## src/rtl/ckb_pkg.sv

```systemverilog
`default_nettype none

package ckb_pkg;

   localparam int CHANNEL_BITS_DEFAULT = 8;
   localparam int KEY_GREEN_RESET      = 255;
   localparam int CSR_INDEX_BITS       = 3;
   localparam int NUM_CHANNELS         = 3;

   typedef enum logic [CSR_INDEX_BITS-1:0] {
      REG_KEY_RED      = 3'd0,
      REG_KEY_GREEN    = 3'd1,
      REG_KEY_BLUE     = 3'd2,
      REG_INNER_RADIUS = 3'd3,
      REG_OUTER_RADIUS = 3'd4
   } csr_reg_type;

endpackage

`default_nettype wire

```

## src/rtl/chroma_key_blend_unit.sv

```systemverilog
`default_nettype none

// chroma key compositing, one foreground/background pixel pair per beat
//
// req channel: req_tdata carries the pixel pair, req_tready/req_tvalid hand it over.
// rsp channel: rsp_tdata carries the composited pixel.
// csr channel: register index and data, always ready. Writes are meant for idle
// periods; a write to an index past the outer radius is dropped.
//
// the squared rgb distance to the key colour is checked against the squared
// radii: below inner gives background, above outer gives foreground, otherwise
// the floor average of both pixels.
//
// four register stages (abs diff, square, sum, compare/select); throughput is
// one beat per cycle while rsp_tready is high, set by the fully pipelined
// multipliers and adders.
// a stalled rsp_tready holds the output and backs up stage by stage; a stage
// with a bubble keeps taking beats, so nothing is lost or repeated.
// reset empties the pipeline and loads the key green, radii 0 defaults.
module chroma_key_blend_unit #(
   parameter int CHANNEL_BITS = ckb_pkg::CHANNEL_BITS_DEFAULT
) (
   input  wire logic                                       clock,
   input  wire logic                                       reset,
   // fg_red, fg_green, fg_blue, bg_red, bg_green, bg_blue
   input  wire logic [((6*CHANNEL_BITS+7)/8)*8-1:0]        req_tdata,
   input  wire logic                                       req_tvalid,
   output logic                                            req_tready,
   // out_red, out_green, out_blue
   output logic [((3*CHANNEL_BITS+7)/8)*8-1:0]             rsp_tdata,
   output logic                                            rsp_tvalid,
   input  wire logic                                       rsp_tready,
   input  wire logic                                       csr_valid,
   output logic                                            csr_ready,
   input  wire logic [ckb_pkg::CSR_INDEX_BITS-1:0]         csr_index,
   input  wire logic [CHANNEL_BITS:0]                      csr_data
);
   import ckb_pkg::*;

   localparam int CB        = CHANNEL_BITS;
   localparam int RB        = CHANNEL_BITS + 1;
   localparam int SQ_BITS   = 2 * CHANNEL_BITS;
   localparam int DIST_BITS = 2 * RB;
   localparam int RSP_BITS  = ((3*CHANNEL_BITS+7)/8)*8;
   localparam logic [CHANNEL_BITS-1:0] KEY_GREEN_INIT = CHANNEL_BITS'(KEY_GREEN_RESET);

   // configuration
   logic [CB-1:0] key_ff [NUM_CHANNELS];
   logic [RB-1:0] inner_radius_ff, outer_radius_ff;
   logic [DIST_BITS-1:0] inner_sq_ff, outer_sq_ff;

   assign csr_ready = 1'b1;

   always_ff @(posedge clock) begin
      if (reset) begin
         key_ff[0]       <= '0;
         key_ff[1]       <= KEY_GREEN_INIT;
         key_ff[2]       <= '0;
         inner_radius_ff <= '0;
         outer_radius_ff <= '0;
      end else if (csr_valid && csr_ready) begin
         case (csr_reg_type'(csr_index))
            REG_KEY_RED:      key_ff[0] <= csr_data[CB-1:0];
            REG_KEY_GREEN:    key_ff[1] <= csr_data[CB-1:0];
            REG_KEY_BLUE:     key_ff[2] <= csr_data[CB-1:0];
            REG_INNER_RADIUS: inner_radius_ff <= csr_data;
            REG_OUTER_RADIUS: outer_radius_ff <= csr_data;
            default: ;
         endcase
      end
   end

   // user must change radii only when idle (unenforced) so squares settle in time
   always_ff @(posedge clock) begin
      inner_sq_ff <= DIST_BITS'(inner_radius_ff) * DIST_BITS'(inner_radius_ff);
      outer_sq_ff <= DIST_BITS'(outer_radius_ff) * DIST_BITS'(outer_radius_ff);
   end

   // pipeline control
   logic v1_ff, v2_ff, v3_ff, v4_ff;
   logic adv1, adv2, adv3, adv4;

   assign adv4       = !v4_ff || rsp_tready;
   assign adv3       = !v3_ff || adv4;
   assign adv2       = !v2_ff || adv3;
   assign adv1       = !v1_ff || adv2;
   assign req_tready = adv1;
   assign rsp_tvalid = v4_ff;

   always_ff @(posedge clock) begin
      if (reset) begin
         v1_ff <= 1'b0;
         v2_ff <= 1'b0;
         v3_ff <= 1'b0;
         v4_ff <= 1'b0;
      end else begin
         if (adv1) v1_ff <= req_tvalid;
         if (adv2) v2_ff <= v1_ff;
         if (adv3) v3_ff <= v2_ff;
         if (adv4) v4_ff <= v3_ff;
      end
   end

   // stage 1: absolute differences
   logic [NUM_CHANNELS-1:0][CB-1:0] fg1_in, bg1_in, ad1_in;
   logic [NUM_CHANNELS-1:0][CB-1:0] fg1_ff, bg1_ff, ad1_ff;

   always_comb begin
      for (int c = 0; c < NUM_CHANNELS; c++) begin
         fg1_in[c] = req_tdata[c*CB +: CB];
         bg1_in[c] = req_tdata[(NUM_CHANNELS+c)*CB +: CB];
         ad1_in[c] = (fg1_in[c] >= key_ff[c]) ? fg1_in[c] - key_ff[c]
                                               : key_ff[c] - fg1_in[c];
      end
   end

   always_ff @(posedge clock) begin
      if (adv1) begin
         fg1_ff <= fg1_in;
         bg1_ff <= bg1_in;
         ad1_ff <= ad1_in;
      end
   end

   // stage 2: squares
   logic [NUM_CHANNELS-1:0][SQ_BITS-1:0] sq2_in, sq2_ff;
   logic [NUM_CHANNELS-1:0][CB-1:0]      fg2_ff, bg2_ff;

   always_comb begin
      for (int c = 0; c < NUM_CHANNELS; c++) begin
         sq2_in[c] = SQ_BITS'(ad1_ff[c]) * SQ_BITS'(ad1_ff[c]);
      end
   end

   always_ff @(posedge clock) begin
      if (adv2) begin
         sq2_ff <= sq2_in;
         fg2_ff <= fg1_ff;
         bg2_ff <= bg1_ff;
      end
   end

   // stage 3: distance sum
   logic [DIST_BITS-1:0]            dist3_in, dist3_ff;
   logic [NUM_CHANNELS-1:0][CB-1:0] fg3_ff, bg3_ff;

   assign dist3_in = DIST_BITS'(sq2_ff[0]) + DIST_BITS'(sq2_ff[1]) + DIST_BITS'(sq2_ff[2]);

   always_ff @(posedge clock) begin
      if (adv3) begin
         dist3_ff <= dist3_in;
         fg3_ff   <= fg2_ff;
         bg3_ff   <= bg2_ff;
      end
   end

   // stage 4: compare and select, inner test wins
   logic [NUM_CHANNELS-1:0][CB-1:0] pix4_in, pix4_ff;
   logic [CB:0]                     blend_sum;

   always_comb begin
      blend_sum = '0;
      for (int c = 0; c < NUM_CHANNELS; c++) begin
         blend_sum = RB'(fg3_ff[c]) + RB'(bg3_ff[c]);
         if (dist3_ff < inner_sq_ff) begin
            pix4_in[c] = bg3_ff[c];
         end else if (dist3_ff > outer_sq_ff) begin
            pix4_in[c] = fg3_ff[c];
         end else begin
            pix4_in[c] = blend_sum[CB:1];
         end
      end
   end

   always_ff @(posedge clock) begin
      if (adv4) pix4_ff <= pix4_in;
   end

   assign rsp_tdata = RSP_BITS'(pix4_ff);

endmodule

`default_nettype wire

```

## config.mk

```make
export PLATFORM = sky130hd
export DESIGN_NAME = chroma_key_blend_unit
export DESIGN_NICKNAME = d
export VERILOG_FILES = /design/src/rtl/ckb_pkg.sv /design/src/rtl/chroma_key_blend_unit.sv
export SDC_FILE = /design/constraint.sdc
export NUM_CORES = 1
export LEC_CHECK = 0
export BUFFER_PORTS_ARGS = -buffer_cell sky130_fd_sc_hd__buf_4
export CAP_MARGIN = 20
export CORE_MARGIN = 8
export CORE_UTILIZATION = 55
export CTS_CLUSTER_SIZE = 10
export DETAILED_ROUTE_END_ITERATION = 16
export PLACE_DENSITY = 0.78
export SETUP_SLACK_MARGIN = 0.05
export SLEW_MARGIN = 20
export SYNTH_ARGS = -nofsm -noshare
export SYNTH_HDL_FRONTEND = slang
export SYNTH_SLANG_ARGS = --single-unit
```

## constraint.sdc

```tcl
create_clock -name clock -period 5.89 [get_ports clock]
set_input_delay 0.2945 -clock clock [delete_from_list [all_inputs] [get_ports clock]]
set_output_delay 0.2945 -clock clock [all_outputs]
set_load 0.05 [all_outputs]
```

==> results.yml, run 1 <==
die:
  die_area_um2: 50200
  rows: 76
  initial_core_util_pct: 55.51
  io_pins: 92
  die-height_um: 224.1
  die_width_um: 224.1
  fp.coreArea_um2: 42890
timing:
  rsz0062_at_grt: "no"
  maxSlewHeadroom_pct: 35.40
  fin_crit_ps: 4534
  fmax_mhz: 220.5
  finalMaxSlewViolations: 0
  worstMarginPinSlew_ps: 968.0
  tns_ps: 0
  setup_viol: 0
  min_period_over_period_pct: 76.98
  final.setup_skew_ps: 25.24
  hold_viol_final: 0
yosys:
  ys_seq_area_share_pct: 39.90
  syn_avg_cell_area_um2: 11.02
  ys_seq_elements: 335
  synthArstFlopShare_pct: 0
  synth_top_area_share_pct: 35.19
  synth.area.top_cells: "edfxtp_1 35%, ha_1 14%, fa_1 14%"
  syn-cell-area_um2: 23810
  yosysWarnings: 0
  synth_flop_cell: "edfxtp_1"
  synth_top_area_cell: "edfxtp_1"
  synth_edf_count: 279
  synthDistinctLibCells: 67
  synth_cells: 2160
cells_and_area:
  finalNetCount: 2815
  final_common_cell: "inv_1"
  final_area_um2: 26850
  layout-drive-gt1-share_pct: 7.161
  area_growth_pct: 12.77
  fillers: 3265
  antenna_cells: 0
  final_cell_mix: "348 x inv_1, 279 x edfxtp_1, 268 x ha_1"
critical_path:
  worst_r2r_path_depth: 16
  slowest_stage: "dfxtp_1"
  rr_endpoint: "outer_sq_ff[14]"
  rrSetupSlack_ps: 1360
  end_kind: "register"
  cp-start-kind: "register"
  critPathCapture: "outer_sq_ff[14]"
  path_class: "reg -> reg"
  path_buf_inv: 4
  startpoint: "outer_radius_ff[2]"
  critical_path_required_ps: 6350
  reg2reg_from: "outer_radius_ff[2]"
  cp.depth: 16
  worstPathArrival_ps: 4990
  crit_chain: "nand2_1 -> fa_1 -> inv_1 -> fa_1 -> inv_1 -> fa_1 -> fa_1 -> inv_1 -> ha_1 -> inv_1 -> o21bai_1 -> a21oi_1 -> o21ai_0 -> a31o_2 -> a21oi_1 -> xnor2_1"
  critical-path-top-delay-family: "adder cells"
  max_stage_delay_ps: 620
  cp_max_fo: 14
worst_hold_path:
  hp-class: "in -> reg"
placed_design:
  place_congestion: 0.8984
  dp_hpwl_um: 37530
  io_buffers: 90
  placed_area_um2: 25170
routing:
  viasPerCell: 5.422
  wl_met2_um: 25280
  first_iter_violations: 1192
  post_drt_wl_per_cell_um: 17.27
  drtPass1Iterations: 5
  vias: 15820
  highest_layer: "met4"
  wl_met1_um: 21420
  met3_length_um: 2350
  wirelength_um: 50370
  drc: 0
  ant_nets: 0
global_route:
  grt_pass1_wl_um: 83270
  grt_overflow_total: 0
  antenna_found_initial: 0
  grt_usage_pct: 20.30
  grt_start_max_net_pins: 67
  grt_pass1_vias: 16780
cts:
  cts_tree: "built"
  postCtsSetupBuffers: 0
  cts-root-buf: "clkbuf_16"
  clkSinkCount: 335
  clk_latency_ps: 560
  cts_buffers: 40
  clk_pin_slew_ps: 50
  htreeDepth: 2
  cts.path.max_buffers: 3
run_status:
  outcome: "finished, final reports clean"
run:
  maxCapViolCount: 0
==> logic make-up after synthesis <==
| family | count (synthesis) | share of synthesized area [%] |
|---|---|---|
| AND/OR/NAND/NOR | 506 | 10.88 |
| other | 2 | 0.03155 |
| multiplexers | 40 | 1.682 |
| XOR/XNOR | 127 | 4.672 |
| AO/OA/AOI/OAI | 330 | 8.609 |
| buffers and inverters | 386 | 6.181 |
| flip-flops | 335 | 39.90 |
| adder cells (fa/ha/maj) | 434 | 28.04 |
==> layer usage <==
layer / up-vias / global-route usage, %
li1: 7545 / -
met1: 7803 / 25.61
met5: - / 0
met4: 0 / 5.862
met2: 382 / 36.21
met3: 85 / 2.590
==> registers in the layout, summed over array words and instances (netlist names) <==
register,flops
fg2_ff,24
v2_ff,1
v3_ff,1
sq2_ff,45
bg3_ff,24
dist3_ff,18
bg2_ff,24
outer_radius_ff,9
rsp_tdata,24
inner_sq_ff,17
v1_ff,1
fg3_ff,24
key_ff,24
inner_radius_ff,9
fg1_ff,24
ad1_ff,24
rsp_tvalid,1
bg1_ff,24
outer_sq_ff,17
==> through the flow <==
step                      instances  setup slack, ps  hold slack (ps)  utilization, %
final                          2917             1356            36.77           62.60
after global routing           2917            968.2            42.80           62.60
after CTS                      2916             1328            22.17           62.54
after floorplan                2164             1630            329.0               -
after global placement         2809             1485            400.2           58.68
after detailed placement       2809             1348            404.5           58.68
==> synthesized netlist by cell type (3+ instances only) <==
cell	instances
inv_1	349
nand2_1	124
nor2_1	101
a211oi_1	7
o211ai_1	5
o21ai_0	61
and4_1	5
nand3_1	18
o221ai_1	5
xor2_1	44
and4b_1	3
a311oi_1	5
or2_2	4
fa_1	166
o41ai_1	4
o31ai_1	3
a21oi_1	132
nor2b_1	36
clkbuf_1	30
o21bai_1	16
nor3_1	34
nor3b_1	6
a31oi_1	3
ha_1	268
and2_1	118
buf_2	3
edfxtp_1	279
xnor2_1	83
a211o_1	3
o21ai_2	3
nor4_1	3
nand4_1	9
o21a_1	16
a31o_2	4
mux2i_1	40
o21ai_1	5
dfxtp_1	56
a21o_1	37
and3_1	8
nand2b_1	29
o22ai_1	3
==> cell type report <==
| class | count | area (µm²) | area share, % |
|---|---|---|---|
| Clock buffer | 51 | 1042 | 3.882 |
| Clock inverter | 7 | 120.1 | 0.4474 |
| Multi-Input combinational cell | 1443 | 12900 | 48.04 |
| Tap cell | 585 | 732.0 | 2.726 |
| Inverter | 349 | 1311 | 4.884 |
| Sequential cell | 335 | 9499 | 35.38 |
| Timing Repair Buffer | 147 | 1246 | 4.642 |
==> worst register-to-register path, stage by stage (launching register included) <==
cell and delay (ps):
dfxtp_1 620, nand2_1 190, fa_1 600, inv_1 60
fa_1 500, inv_1 50, fa_1 480, fa_1 500
inv_1 50, ha_1 290, inv_1 90, o21bai_1 110
a21oi_1 210, o21ai_0 140, a31o_2 250, a21oi_1 170
xnor2_1 130
==> repair_timing <==
action                     in CTS  in global routing
setup endpoints to repair       0                  0
hold endpoints to repair       49                  0
hold buffers                   49                  0
gates resized for setup         0                  0
==> how the worst min path moves through the flow <==
stage / cells after the start / endpoint / start
2_1_floorplan: 0 / inner_sq_ff[0] / inner_radius_ff[0]
3_3_place_gp: 0 / bg3_ff[4] / bg2_ff[4]
3_5_place_dp: 0 / bg2_ff[19] / bg1_ff[19]
4_1_cts: 3 / outer_radius_ff[8] / csr_data[8]
5_1_grt: 3 / outer_radius_ff[8] / csr_data[8]
6_report: 3 / inner_radius_ff[8] / csr_data[8]
Power of run 1 is not shown: default switching activity piles up to over one toggle a cycle in this logic, so the estimate is an artifact.
==> inputs of run 2 (changes only) <==
Settings changed: PLACE_DENSITY 0.78 to 0.81.
Clock period 5.89 ns to 4 ns, I/O delays scaled along.
==> run 2 against run 1 <==
Against the previous run:
- the run now ends with setup timing left
- global-route usage grew 2.2 points
- via count up 8.9%
- flip-flop and latch count unchanged
- largest cell class unchanged
- design area increased by 11%
- die area is the same
- cell count up 7.6%
- count of clock-buffer cells in the layout increased by 1
- register-to-register slack worse by 1600 ps
- clock skew decreased by 5.5 ps
- critical path depth shrank 3
- first-iteration DRC count grew 16%
==> results.yml, run 2 (synthesis gave the netlist of run 1 again) <==
global_route:
  antenna_found_initial: 0
  grt_pass1_vias: 18040
  grt_start_max_net_pins: 67
  grt_overflow_total: 0
  grt_usage_pct: 22.48
  grt_pass1_wl_um: 90980
cts:
  cts.path.max_buffers: 3
  clkSinkCount: 335
  clk_latency_ps: 560
  htreeDepth: 2
  cts_tree: "built"
  clk_pin_slew_ps: 60
  cts_buffers: 40
  cts-root-buf: "clkbuf_16"
die:
  initial_core_util_pct: 55.51
  die_width_um: 224.1
  die-height_um: 224.1
  rows: 76
  io_pins: 92
  die_area_um2: 50200
  fp.coreArea_um2: 42890
routing:
  drtPass1Iterations: 6
  ant_nets: 0
  viasPerCell: 5.489
  vias: 17220
  wirelength_um: 58210
  drc: 0
  post_drt_wl_per_cell_um: 18.55
  first_iter_violations: 1382
timing:
  fin_crit_ps: 4198
  worstMarginPinSlew_ps: 1038
  worst_slack_ps: -198.1
  setup_viol: 13
  fmax_mhz: 238.2
  final.setup_skew_ps: 19.70
  rsz0062_at_grt: "yes"
  whs_ps: 35.18
  hold_viol_final: 0
  min_period_over_period_pct: 105.0
  maxSlewHeadroom_pct: 30.81
  finalMaxSlewViolations: 0
cells_and_area:
  top_register: "sq2_ff"
  final_cell_mix: "298 x inv_1, 286 x buf_4, 279 x edfxtp_1"
  finalNetCount: 3037
  regArea_um2: 9552
  multi_input_area_um2: 14050
  fillers: 2692
  final_area_um2: 29810
  final_common_cell: "inv_1"
  largest_reg_flops: 45
  area_growth_pct: 25.20
  layout-drive-gt1-share_pct: 24.87
  antenna_cells: 0
  instances_no_fill: 3138
run_status:
  violations: "setup timing"
  outcome: "finished, violations left"
placed_design:
  dp.cells: 2969
  place_congestion: 0.8998
  placed_area_um2: 26550
  io_buffers: 90
  dp_hpwl_um: 39560
critical_path:
  path_class: "reg -> reg"
  crit_chain: "buf_6 -> and2_4 -> fa_1 -> fa_1 -> inv_1 -> fa_1 -> inv_2 -> fa_1 -> ha_4 -> or4_4 -> a41oi_4 -> a21oi_2 -> xor2_1"
  slowest_stage: "fa_1"
  reg2reg_from: "ad1_ff[3]"
  max_stage_delay_ps: 550
  cp-start-kind: "register"
  critical_path_required_ps: 4290
  cp_common_cell: "fa_1"
  end_kind: "register"
  worstPathArrival_ps: 4490
  critPathCapture: "sq2_ff[14]"
  rr_endpoint: "sq2_ff[14]"
  startpoint: "ad1_ff[3]"
  rrSetupSlack_ps: -200
  worst_r2r_path_depth: 13
  cp_max_fo: 4
worst_hold_path:
  hp-class: "in -> reg"
  whs_path_depth: 2
run:
  maxCapViolCount: 0
run 2: cell count changes in the layout (fill, tap and decap cells not counted), moves of 21 or more:
cell / change
buf_6: +24
inv_2: +46
a21oi_2: +21
inv_1: -50
buf_4: +189
fa_1: -22
and2_1: -25
ha_1: -31
fa_2: +22
ha_4: +28
a21oi_1: -29
and2_4: +24
run 2: worst min path at each step:
stage | start | to | slack, ps
global route | reset | v3_ff | 40
floorplan | reset | inner_radius_ff[8] | 270
global placement | req_tdata[38] | bg1_ff[14] | 380
finish | reset | rsp_tvalid | 40
detailed placement | req_tdata[36] | bg1_ff[12] | 380
CTS | reset | v3_ff | 10
run 2: per-stage QoR:
step	setup slack, ps	utilization (%)	TNS (ps)
after floorplan	-0.5489	-	-0.5489
after global placement	-323.1	61.92	-2043
after detailed placement	-437.9	61.92	-4367
after CTS	-228.6	67.70	-1518
after global routing	-328.2	69.50	-4186
final	-198.1	69.50	-1728
run 2: area by class of cell:
class / instances / area share [%]
clock buffer: 52 / 3.543
clock inverter: 5 / 0.3022
inverter: 349 / 4.433
multi-input combinational: 1443 / 47.13
sequential: 335 / 32.05
tap: 585 / 2.456
timing repair buffer: 369 / 10.09
run 2: layer usage:
metal | global-route usage (%) | vias to the layer above | part of all wire, %
li1 | - | 7993 | -
met1 | 27.15 | 8449 | 39
met2 | 40.45 | 632 | 51
met3 | 2.825 | 149 | 5.7
met4 | 8.900 | 0 | 4.2
met5 | 0 | - | 0
run 2: repair_timing:
action | CTS | global route
pin swaps | 108 | 129
hold endpoints to repair | 67 | 0
cloned | 0 | 0
hold buffers | 59 | 0
resized for setup | 148 | 156
setup buffers | 31 | 27
endpoints found under the setup margin | 31 | 36
run 2: critical path, delay by kind of cell (launching register included):
kind / cells / cell delay [ps]
adders and majority gates: 5 / 2190
buffers and inverters: 3 / 260
xor gates and xnor gates: 1 / 150
and+or+nand+nor: 2 / 610
DFF: 1 / 440
AOI/OAI and AO/OA: 2 / 270
Power of run 2 is left out for the same reason.
==> inputs of run 3 (changes only) <==
Settings changed: PLACE_DENSITY 0.81 to 0.78.
Clock period 4 ns to 5.4 ns, I/O delays scaled along.
==> run 3 against run 2 <==
Against the previous run:
- the flow now finishes without violations
- worst setup slack better by 940 ps
- core utilization is 6.9 points lower
- fmax is 9.9% lower
- worst hold slack better by 2.0 ps
- register-to-register slack better by 940 ps
- critical path depth is 3 higher
- count of clock-buffer cells in the layout is 4 higher
- global-route usage is 2.2 points lower
- clock skew is 0.70 ps higher
- sequential share of layout area is 3.3 points higher
- highest routed layer unchanged
==> results.yml, run 3 (synthesis gave the netlist of run 1 again) <==
global_route:
  grt_usage_pct: 20.27
  antenna_found_initial: 0
  grt_overflow_total: 0
  grt_pass1_wl_um: 83060
  grt_pass1_vias: 16690
  grt_start_max_net_pins: 67
timing:
  final.setup_skew_ps: 20.40
  min_period_over_period_pct: 86.27
  whs_ps: 37.14
  fin_crit_ps: 4659
  finalMaxSlewViolations: 0
  tns_ps: 0
  worstMarginPinSlew_ps: 949.0
  rsz0062_at_grt: "no"
  hold_viol_final: 0
  fmax_mhz: 214.7
  maxSlewHeadroom_pct: 36.66
  setup_viol: 0
placed_design:
  io_buffers: 90
  place_congestion: 0.8954
  dp_hpwl_um: 37280
cells_and_area:
  finalNetCount: 2816
  regArea_um2: 9499
  fillers: 3218
  layout-drive-gt1-share_pct: 7.152
  final_cell_mix: "348 x inv_1, 279 x edfxtp_1, 268 x ha_1"
  fin_util_pct: 62.64
  final_common_cell: "inv_1"
  top_register: "sq2_ff"
  area_growth_pct: 12.83
  largest_reg_flops: 45
  antenna_cells: 0
  multi_input_area_um2: 12900
critical_path:
  cp.depth: 16
  max_stage_delay_ps: 590
  path_buf_inv: 4
  cp-start-kind: "register"
  critical-path-top-delay-family: "adder cells"
  crit_chain: "and2_1 -> inv_1 -> fa_1 -> inv_1 -> fa_1 -> inv_1 -> fa_1 -> fa_1 -> inv_1 -> ha_1 -> o21ai_0 -> a21boi_1 -> o21ai_0 -> a21oi_1 -> nand4_1 -> o311ai_1"
  critical_path_required_ps: 5840
  cp_max_fo: 11
  end_kind: "register"
  path_class: "reg -> reg"
  slowest_stage: "fa_1"
  worst_r2r_path_depth: 16
  worstPathArrival_ps: 5090
cts:
  clk_pin_slew_ps: 60
  cts_buffers: 40
  htreeDepth: 2
  cts-root-buf: "clkbuf_16"
  clkSinkCount: 335
  clk_latency_ps: 550
  cts.path.max_buffers: 3
  cts_tree: "built"
routing:
  vias: 15760
  post_drt_wl_per_cell_um: 17.19
  drc: 0
  first_iter_violations: 1088
  viasPerCell: 5.396
  wirelength_um: 50200
  ant_nets: 0
  drtPass1Iterations: 5
die:
  io_pins: 92
  die-height_um: 224.1
  fp.coreArea_um2: 42890
  die_width_um: 224.1
  die_area_um2: 50200
  initial_core_util_pct: 55.51
  rows: 76
run:
  maxCapViolCount: 0
run_status:
  outcome: "finished, final reports clean"
worst_hold_path:
  hp-class: "in -> reg"
  whs_path_depth: 3
==> run 3: worst min-delay path, stage by stage <==
cell     delay, ps
buf_4          150
nand2_1         60
a21oi_1         50
==> run 3: repair_timing <==
item	in CTS	in global routing
setup endpoints to repair	0	0
endpoints found under the hold margin	51	0
hold buffers	50	0
buffers inserted	0	0
resized for setup	0	0
==> run 3: area by class of cell <==
cell class                      count  area share (%)
Multi-Input combinational cell   1443           48.01
Sequential cell                   335           35.36
Inverter                          349           4.881
Timing Repair Buffer              148           4.676
Clock buffer                       56           4.066
Tap cell                          585           2.725
Clock inverter                      4          0.2795
==> run 3: path summary, 6_finish.rpt <==
path / startpoint / endpoint / slack (ps)
max: inner_radius_ff[6] / inner_sq_ff[14] / 740
min: csr_data[0] / outer_radius_ff[0] / 40
max reg2reg: inner_radius_ff[6] / inner_sq_ff[14] / 740
min reg2reg: fg2_ff[23] / fg3_ff[23] / 410
==> run 3: routing by layer <==
| metal | GRT usage [%] | up-vias | part of all wire, % |
|---|---|---|---|
| li1 | - | 7559 | - |
| met1 | 25.48 | 7728 | 42 |
| met2 | 35.79 | 376 | 50 |
| met3 | 2.747 | 93 | 4.7 |
| met4 | 6.606 | 0 | 3.2 |
| met5 | 0 | - | 0 |
==> run 3: per-stage QoR <==
stage | setup WS [ps] | instances | cell area, µm²
2_1_floorplan | 1140 | 2164 | 23820
3_3_place_gp | 983.3 | 2809 | 25170
3_5_place_dp | 815.8 | 2809 | 25170
4_1_cts | 791.5 | 2919 | 26830
5_1_grt | 450.6 | 2920 | 26860
6_report | 741.3 | 2920 | 26860
Power of run 3 is left out for the same reason.
